**src/design/kwdf_pkg.sv**
```systemverilog
// Package for the k-mer window low-complexity filter.
// Holds payload structs, field widths, register indexes and the dimer control struct.
// No dependencies.
package kwdf_pkg;

  localparam int BASE_W     = 3;
  localparam int KLEN_W     = 6;
  localparam int PSUM_W     = 10;
  localparam int CNT_W      = 5;
  localparam int DIMER_W    = 4;
  localparam int NUM_DIMERS = 16;
  localparam int KMER_W     = 64;
  localparam int CFG_IDX_W  = 1;
  localparam int CFG_DATA_W = 10;

  localparam logic [CFG_IDX_W-1:0] REG_KMER_LENGTH  = 1'b0;
  localparam logic [CFG_IDX_W-1:0] REG_MIN_PAIR_SUM = 1'b1;

  localparam logic [KLEN_W-1:0] KLEN_RESET     = 6'd16;
  localparam logic [PSUM_W-1:0] MIN_PSUM_RESET = 10'd28;
  localparam logic [KLEN_W-1:0] KLEN_MIN       = 6'd2;

  typedef struct packed {
    logic [BASE_W-1:0] base;
    logic              read_end;
  } kwdf_in_t;

  typedef struct packed {
    logic [KMER_W-1:0] kmer_bits;
    logic [PSUM_W-1:0] pair_sum;
    logic              dust_flag;
  } kwdf_out_t;

  // Control from the window logic to the dimer count bank.
  typedef struct packed {
    logic               upd;
    logic               clr;
    logic               dec_en;
    logic [DIMER_W-1:0] dec_idx;
    logic               inc_en;
    logic [DIMER_W-1:0] inc_idx;
  } kwdf_dimer_ctl_t;

endpackage

```
**src/design/kwdf_dimer_bank.sv**
```systemverilog
// Dimer count bank: 16 five-bit counters and the running pair sum.
// Depends on kwdf_pkg.
module kwdf_dimer_bank (
  input  logic                               clk,
  input  logic                               rst_n,
  input  kwdf_pkg::kwdf_dimer_ctl_t          ctl,
  output logic [kwdf_pkg::PSUM_W-1:0]        pair_sum_nxt
);
  import kwdf_pkg::*;

  logic [CNT_W-1:0]  cnt_r   [NUM_DIMERS];
  logic [CNT_W-1:0]  cnt_nxt [NUM_DIMERS];
  logic [PSUM_W-1:0] sub_lane [NUM_DIMERS];
  logic [PSUM_W-1:0] add_lane [NUM_DIMERS];
  logic [PSUM_W-1:0] psum_r;
  logic [PSUM_W-1:0] sub_sum;
  logic [PSUM_W-1:0] add_sum;

  // Each lane removes the departing dimer first, then adds the arriving one.
  for (genvar i = 0; i < NUM_DIMERS; i++) begin : g_lane
    logic             dec_hit;
    logic             inc_hit;
    logic [CNT_W-1:0] cnt_dec;

    assign dec_hit = ctl.dec_en && (ctl.dec_idx == DIMER_W'(i)) && (cnt_r[i] != '0);
    assign inc_hit = ctl.inc_en && (ctl.inc_idx == DIMER_W'(i));
    assign cnt_dec = dec_hit ? cnt_r[i] - CNT_W'(1) : cnt_r[i];
    assign sub_lane[i] = dec_hit ? PSUM_W'({cnt_dec, 1'b0}) : '0;
    assign add_lane[i] = inc_hit ? PSUM_W'({cnt_dec, 1'b0}) : '0;
    assign cnt_nxt[i]  = inc_hit ? cnt_dec + CNT_W'(1) : cnt_dec;
  end

  // At most one lane drives each term, so an OR collects it.
  always_comb begin
    sub_sum = '0;
    add_sum = '0;
    for (int i = 0; i < NUM_DIMERS; i++) begin
      sub_sum = sub_sum | sub_lane[i];
      add_sum = add_sum | add_lane[i];
    end
    pair_sum_nxt = psum_r - sub_sum + add_sum;
  end

  always_ff @(posedge clk) begin
    if (!rst_n || ctl.clr) begin
      psum_r <= '0;
      for (int i = 0; i < NUM_DIMERS; i++) cnt_r[i] <= '0;
    end else if (ctl.upd) begin
      psum_r <= pair_sum_nxt;
      for (int i = 0; i < NUM_DIMERS; i++) cnt_r[i] <= cnt_nxt[i];
    end
  end

endmodule

```
**src/design/kmer_window_dust_filter.sv**
```systemverilog
// Top level of the k-mer window low-complexity (DUST style) filter.
// Depends on kwdf_pkg and kwdf_dimer_bank.
//
// One base enters per transfer (0..3 = A,C,G,T; 4..7 = N) with a read_end flag.
// The block takes one base every clock cycle while in_stall is low: the whole
// update (window shift, dimer count change, pair sum and threshold compare) is
// one combinational step from the state registers into the result register,
// so a result reaches out_valid in the next cycle. The result register acts as
// the decoupling stage: a new base is taken whenever the result register is empty
// or drained in the same cycle. Once k clean bases follow the read start or
// the last N, each base yields one result: the packed k-mer (newest base in
// bits 1:0, bits above 2k zero), the pair sum over the 16 dimer counts of
// c*(c-1), and dust_flag = (pair_sum >= min_pair_sum) when k > 2. An N
// base yields nothing and restarts the window; read_end restarts it after the
// base is handled. kmer_length is clamped to 2..MAX_K; writing it restarts the
// window. Write configuration only while the block is idle.
module kmer_window_dust_filter #(
  parameter int MAX_K = 32
) (
  input  logic                                 clk,
  input  logic                                 rst_n,
  input  logic                                 in_valid,
  output logic                                 in_stall,
  input  kwdf_pkg::kwdf_in_t                   in_data,
  output logic                                 out_valid,
  input  logic                                 out_stall,
  output kwdf_pkg::kwdf_out_t                  out_data,
  input  logic                                 cfg_we,
  input  logic [kwdf_pkg::CFG_IDX_W-1:0]       cfg_index,
  input  logic [kwdf_pkg::CFG_DATA_W-1:0]      cfg_wdata
);
  import kwdf_pkg::*;

  localparam int WIN_W = 2 * MAX_K;
  localparam int POS_W = $clog2(WIN_W);

  // Configuration
  logic [KLEN_W-1:0] kmer_len_r;
  logic [PSUM_W-1:0] min_psum_r;
  logic [KLEN_W-1:0] k_eff;
  logic              klen_wr;

  // Stream state
  logic [WIN_W-1:0]  window_r;
  logic [WIN_W-1:0]  window_nxt;
  logic [WIN_W-1:0]  win_mask;
  logic [KLEN_W-1:0] clean_run_r;
  logic [KLEN_W-1:0] clean_run_nxt;

  // Handshake and result
  logic              in_accept;
  logic              base_is_n;
  logic              emit;
  logic              stream_clr;
  logic [POS_W-1:0]  old_pos;
  logic [PSUM_W-1:0] pair_sum_nxt;
  logic              out_valid_r;
  kwdf_out_t         out_data_r;
  kwdf_dimer_ctl_t   dimer_ctl;

  // Clamp k into 2..MAX_K.
  always_comb begin
    if (kmer_len_r < KLEN_MIN) begin
      k_eff = KLEN_MIN;
    end else if (kmer_len_r > KLEN_W'(MAX_K)) begin
      k_eff = KLEN_W'(MAX_K);
    end else begin
      k_eff = kmer_len_r;
    end
  end

  assign klen_wr = cfg_we && (cfg_index == REG_KMER_LENGTH);

  always_ff @(posedge clk) begin
    if (!rst_n) begin
      kmer_len_r <= KLEN_RESET;
      min_psum_r <= MIN_PSUM_RESET;
    end else if (cfg_we) begin
      unique case (cfg_index)
        REG_KMER_LENGTH:  kmer_len_r <= cfg_wdata[KLEN_W-1:0];
        REG_MIN_PAIR_SUM: min_psum_r <= cfg_wdata[PSUM_W-1:0];
        default: ;
      endcase
    end
  end

  // Take a new base unless a finished result is still held back.
  assign in_stall  = out_valid_r && out_stall;
  assign in_accept = in_valid && !in_stall;
  assign base_is_n = in_data.base[BASE_W-1];

  // Keep only the low 2k bits of the window.
  for (genvar j = 0; j < WIN_W; j++) begin : g_mask
    assign win_mask[j] = (KLEN_W'(j / 2) < k_eff);
  end

  assign window_nxt    = {window_r[WIN_W-3:0], in_data.base[1:0]} & win_mask;
  assign clean_run_nxt = (clean_run_r < k_eff) ? clean_run_r + KLEN_W'(1) : clean_run_r;
  assign emit          = !base_is_n && (clean_run_nxt == k_eff);

  // Oldest dimer sits in bits 2k-1 .. 2k-4 of the full window.
  assign old_pos = POS_W'({k_eff - KLEN_MIN, 1'b0});

  // Restart on N, at end of read (after this base is scored) and on a k write.
  assign stream_clr = (in_accept && (base_is_n || in_data.read_end)) || klen_wr;

  always_comb begin
    dimer_ctl.upd     = in_accept && !base_is_n;
    dimer_ctl.clr     = stream_clr;
    dimer_ctl.dec_en  = clean_run_r >= k_eff;
    dimer_ctl.dec_idx = window_r[old_pos +: DIMER_W];
    dimer_ctl.inc_en  = clean_run_r != '0;
    dimer_ctl.inc_idx = {window_r[1:0], in_data.base[1:0]};
  end

  kwdf_dimer_bank u_dimer_bank (
    .clk          (clk),
    .rst_n        (rst_n),
    .ctl          (dimer_ctl),
    .pair_sum_nxt (pair_sum_nxt)
  );

  always_ff @(posedge clk) begin
    if (!rst_n || stream_clr) begin
      window_r    <= '0;
      clean_run_r <= '0;
    end else if (in_accept) begin
      window_r    <= window_nxt;
      clean_run_r <= clean_run_nxt;
    end
  end

  // Result register: drop a taken result, load a new one on each scoring transfer.
  always_ff @(posedge clk) begin
    if (!rst_n) begin
      out_valid_r <= 1'b0;
    end else if (in_accept) begin
      out_valid_r <= emit;
    end else if (!out_stall) begin
      out_valid_r <= 1'b0;
    end
  end

  always_ff @(posedge clk) begin
    if (in_accept && emit) begin
      out_data_r.kmer_bits <= KMER_W'(window_nxt);
      out_data_r.pair_sum  <= pair_sum_nxt;
      out_data_r.dust_flag <= (k_eff > KLEN_MIN) && (pair_sum_nxt >= min_psum_r);
    end
  end

  assign out_valid = out_valid_r;
  assign out_data  = out_data_r;

`ifndef SYNTHESIS
  a_run_within_k : assert property (@(posedge clk) disable iff (!rst_n)
    clean_run_r <= k_eff)
    else $error("clean run exceeds window length");

  a_n_no_result : assert property (@(posedge clk) disable iff (!rst_n)
    in_accept && base_is_n |=> !out_valid_r)
    else $error("N base produced a result");

  a_read_end_restart : assert property (@(posedge clk) disable iff (!rst_n)
    in_accept && in_data.read_end |=> clean_run_r == '0)
    else $error("window not restarted after end of read");
`endif

endmodule

```
**config.mk**
```make
export PLATFORM = sky130hd
export DESIGN_NAME = kmer_window_dust_filter
export DESIGN_NICKNAME = d
export VERILOG_FILES = /design/src/design/kwdf_pkg.sv /design/src/design/kwdf_dimer_bank.sv /design/src/design/kmer_window_dust_filter.sv
export SDC_FILE = /design/constraint.sdc
export NUM_CORES = 1
export LEC_CHECK = 0
export ABC_AREA = 1
export BUFFER_PORTS_ARGS = -buffer_cell sky130_fd_sc_hd__buf_2
export CAP_MARGIN = 20
export CORE_MARGIN = 2
export CORE_UTILIZATION = 45
export CTS_BUF_LIST = sky130_fd_sc_hd__clkbuf_16
export CTS_CLUSTER_DIAMETER = 40
export CTS_CLUSTER_SIZE = 12
export DETAILED_ROUTE_END_ITERATION = 16
export GPL_ROUTABILITY_DRIVEN = 1
export PLACE_DENSITY = 0.63
export SYNTH_ARGS = -nofsm -noshare
export SYNTH_HDL_FRONTEND = slang
export SYNTH_SLANG_ARGS = --single-unit
```
**constraint.sdc**
```tcl
create_clock -name clk -period 14.2 [get_ports clk]
set_input_delay 3.55 -clock clk [delete_from_list [all_inputs] [get_ports clk]]
set_output_delay 3.55 -clock clk [all_outputs]
set_load 0.02 [all_outputs]
```
==> qor.yml <==
combPwrFrac: 0.245
crit_path_max_fanout: 48
clk_path_buf_depth: 3
fin_nets: 2559
synth_edf_count: 154
cts-htree-levels: 2
die_h_um: 198
irDropWorstVdd_v: 0.0000790
fp.dieW_um: 198
worstSetupPathType: "flip-flop to flip-flop"
outcome: "complete, no violations"
avgSynthCellArea_um2: 7.18
syn_nets: 2483
grt_overflow: 0
whs_endpoint: "window_r[42]$_SDFFE_PP0P_"
skew_ns: 0.0341
floorplan.initialDensity: 0.455
grt_pass1_wl_um: 79700
synth.yosys.seq_area_share: 0.385
crit_family: "simple AND/OR/NAND/NOR gates"
gp_congestion: 0.969
finalCritPeriodShare: 0.597
insertion_delay_ns: 0.58
wl_um: 50500
diodes: 0
slew_violations: 0
slowest_delay_ns: 0.64
core_area_um2: 37400
fillers: 3682
synthCells: 2369
ys.flop_type: "edfxtp_1"
finalSetupViolations: 0
reg2reg_from: "kmer_len_r[5]$_SDFFE_PN0P_"
rsz0062_at_grt: "false"
area_growth_pct: 12.8
first_iter_violations: 1226
min_from: "window_r[42]$_SDFFE_PP0P_"
r2r_slack_ns: 5.73
ys_warn_count: 0
place_hpwl_um: 37400
setup_tns_ns: 0
cts_tree: "yes"
vias: 15800
r2r_cells: 33
slew-limit-headroom: 0.415
pwr-share-seq: 0.348
ant_nets: 0
antenna_found_initial: 1
cts.sinks: 250
ys_async_sr_fraction: 0
p_leak_nw: 9.39
ys_ff_latch: 250
final.min_clock_period_ns: 8.47
post_cts_buffers: 0
root_buffer: "clkbuf_16"
slowest_stage: "dfxtp_1"
cp.depth: 33
ios: 97
hold_viol_final: 0
synth_top_cell_by_area: "edfxtp_1"
grt_usage: 0.260
vias_per_cell: 5.27
drt_pass1_iterations: 5
cts_hold_buf: 0
cp-end-kind: "flip-flop"
preCtsSetupSlack_ns: 5.78
drive_above_1_share: 0.100
p_int_w: 0.00159
clockPowerShare: 0.408
fp.dieArea_um2: 39400
synth_area_leaders: "edfxtp_1 (27%), nand2_1 (13%), dfxtp_1 (11%)"
fin_ws_ns: 5.73
critPathBufInv: 6
grt_max_degree: 94
netSwitchingPower_w: 0.000815
path_clk_slew_ns: 0.06
cp.arrival_ns: 8.79
timing.rr.end: "out_data[0]$_DFFE_PP_"
fmax_ghz: 0.118
synth_cell_types: 49
powerDensity_nw_per_um2: 125
synthesis.area_um2: 17000
io_buffers: 95
cts_resized: 0
route.detailed.drc: 0
rows: 71
hold_depth: 2
required_ns: 14.52
synth.top_cell.area_share: 0.272
hold_class: "flip-flop to flip-flop"
power.share.switching: 0.339
grt_pass1_vias: 15000
wl_per_cell_um: 16.9
cts_buffers: 44
worstMarginPinSlew_ns: 0.878
mostFrequentLayoutCell: "nand2_1"
layout_common_cells: "nand2_1 (574), inv_1 (391), nor2_1 (235)"
worstSetupStartpointType: "flip-flop"
cap_violations: 0
tightest hold or removal path, cell delays in order, from the launching register on:
cell	delay, ns
dfxtp_1	0.31
nand2_1	0.06
a21oi_1	0.05
final cells by class:
cell class | count | area [µm²] | area share
clock inverters | 34 | 240 | 0.0125
repair buffers | 106 | 558 | 0.0291
clock buffers | 45 | 1130 | 0.0587
inverters | 409 | 1540 | 0.0801
multi-input cells | 1634 | 8550 | 0.445
well taps | 511 | 639 | 0.0333
flip-flops and latches | 250 | 6550 | 0.341
synth_stat cells, drive strengths merged, types with 9 or more instances:
cell type / number
a211oi: 15
a21oi: 133
buf: 31
clkbuf: 45
dfxtp: 96
edfxtp: 154
ha: 88
inv: 404
nand2: 584
nand3: 236
nand4: 52
nor2: 252
nor3: 12
nor4: 10
o211ai: 9
o21ai: 142
or2: 10
xnor2: 15
xor2: 30
routing by layer:
layer	vias up	GRT usage	share of wire
li1	7847	-	-
met1	7320	0.342	0.45
met2	494	0.434	0.46
met3	96	0.0456	0.060
met4	2	0.0843	0.029
met5	-	0	0.00022
cell families after synthesis:
kind of cell | after synthesis | synth area share
AOI/OAI and AO/OA | 326 | 0.106
xor gates and xnor gates | 45 | 0.0232
adders and majority gates | 94 | 0.0718
buffers and inverters | 485 | 0.113
DFF | 250 | 0.385
muxes | 3 | 0.00177
other | 1 | 0.000220
and+or+nand+nor | 1165 | 0.299
power by group through the flow:
stage | Combinational [W] | Clock (W) | Sequential, W
3_3_place_gp | 0.000572 | 0 | 0.000849
2_1_floorplan | 0.000447 | 0 | 0.000849
4_1_cts | 0.000584 | 0.000997 | 0.000835
6_report | 0.000587 | 0.000979 | 0.000836
5_1_grt | 0.000670 | 0.00102 | 0.000839
3_5_place_dp | 0.000579 | 0 | 0.000850
how the worst max path moves through the flow:
stage,from,end,slack [ns]
2_1_floorplan,in_data[1],out_data[0]$_DFFE_PP_,6.87
3_3_place_gp,in_data[2],out_data[0]$_DFFE_PP_,5.79
3_5_place_dp,in_data[2],out_data[0]$_DFFE_PP_,5.78
4_1_cts,kmer_len_r[5]$_SDFFE_PN0P_,out_data[0]$_DFFE_PP_,5.83
5_1_grt,kmer_len_r[5]$_SDFFE_PN0P_,out_data[0]$_DFFE_PP_,4.99
6_report,kmer_len_r[5]$_SDFFE_PN0P_,out_data[0]$_DFFE_PP_,5.73
flip-flops by register name (all words and copies together) (netlist names):
register and flops:
u_dimer_bank.cnt_r 80, out_valid 1, clean_run_r 6, min_psum_r 10, kmer_len_r 6, out_data 74
window_r 64, u_dimer_bank.psum_r 9
stage by stage:
step | utilization | hold WS (ns) | cell area [µm²] | cells | total power [W]
2_1_floorplan | - | 0.435 | 17000 | 2369 | 0.00130
3_3_place_gp | 0.477 | 0.453 | 17800 | 2910 | 0.00142
3_5_place_dp | 0.477 | 0.456 | 17800 | 2910 | 0.00143
4_1_cts | 0.513 | 0.465 | 19200 | 2989 | 0.00242
5_1_grt | 0.513 | 0.484 | 19200 | 2989 | 0.00253
6_report | 0.513 | 0.462 | 19200 | 2989 | 0.00240
Power figures use the tool's default switching activity.
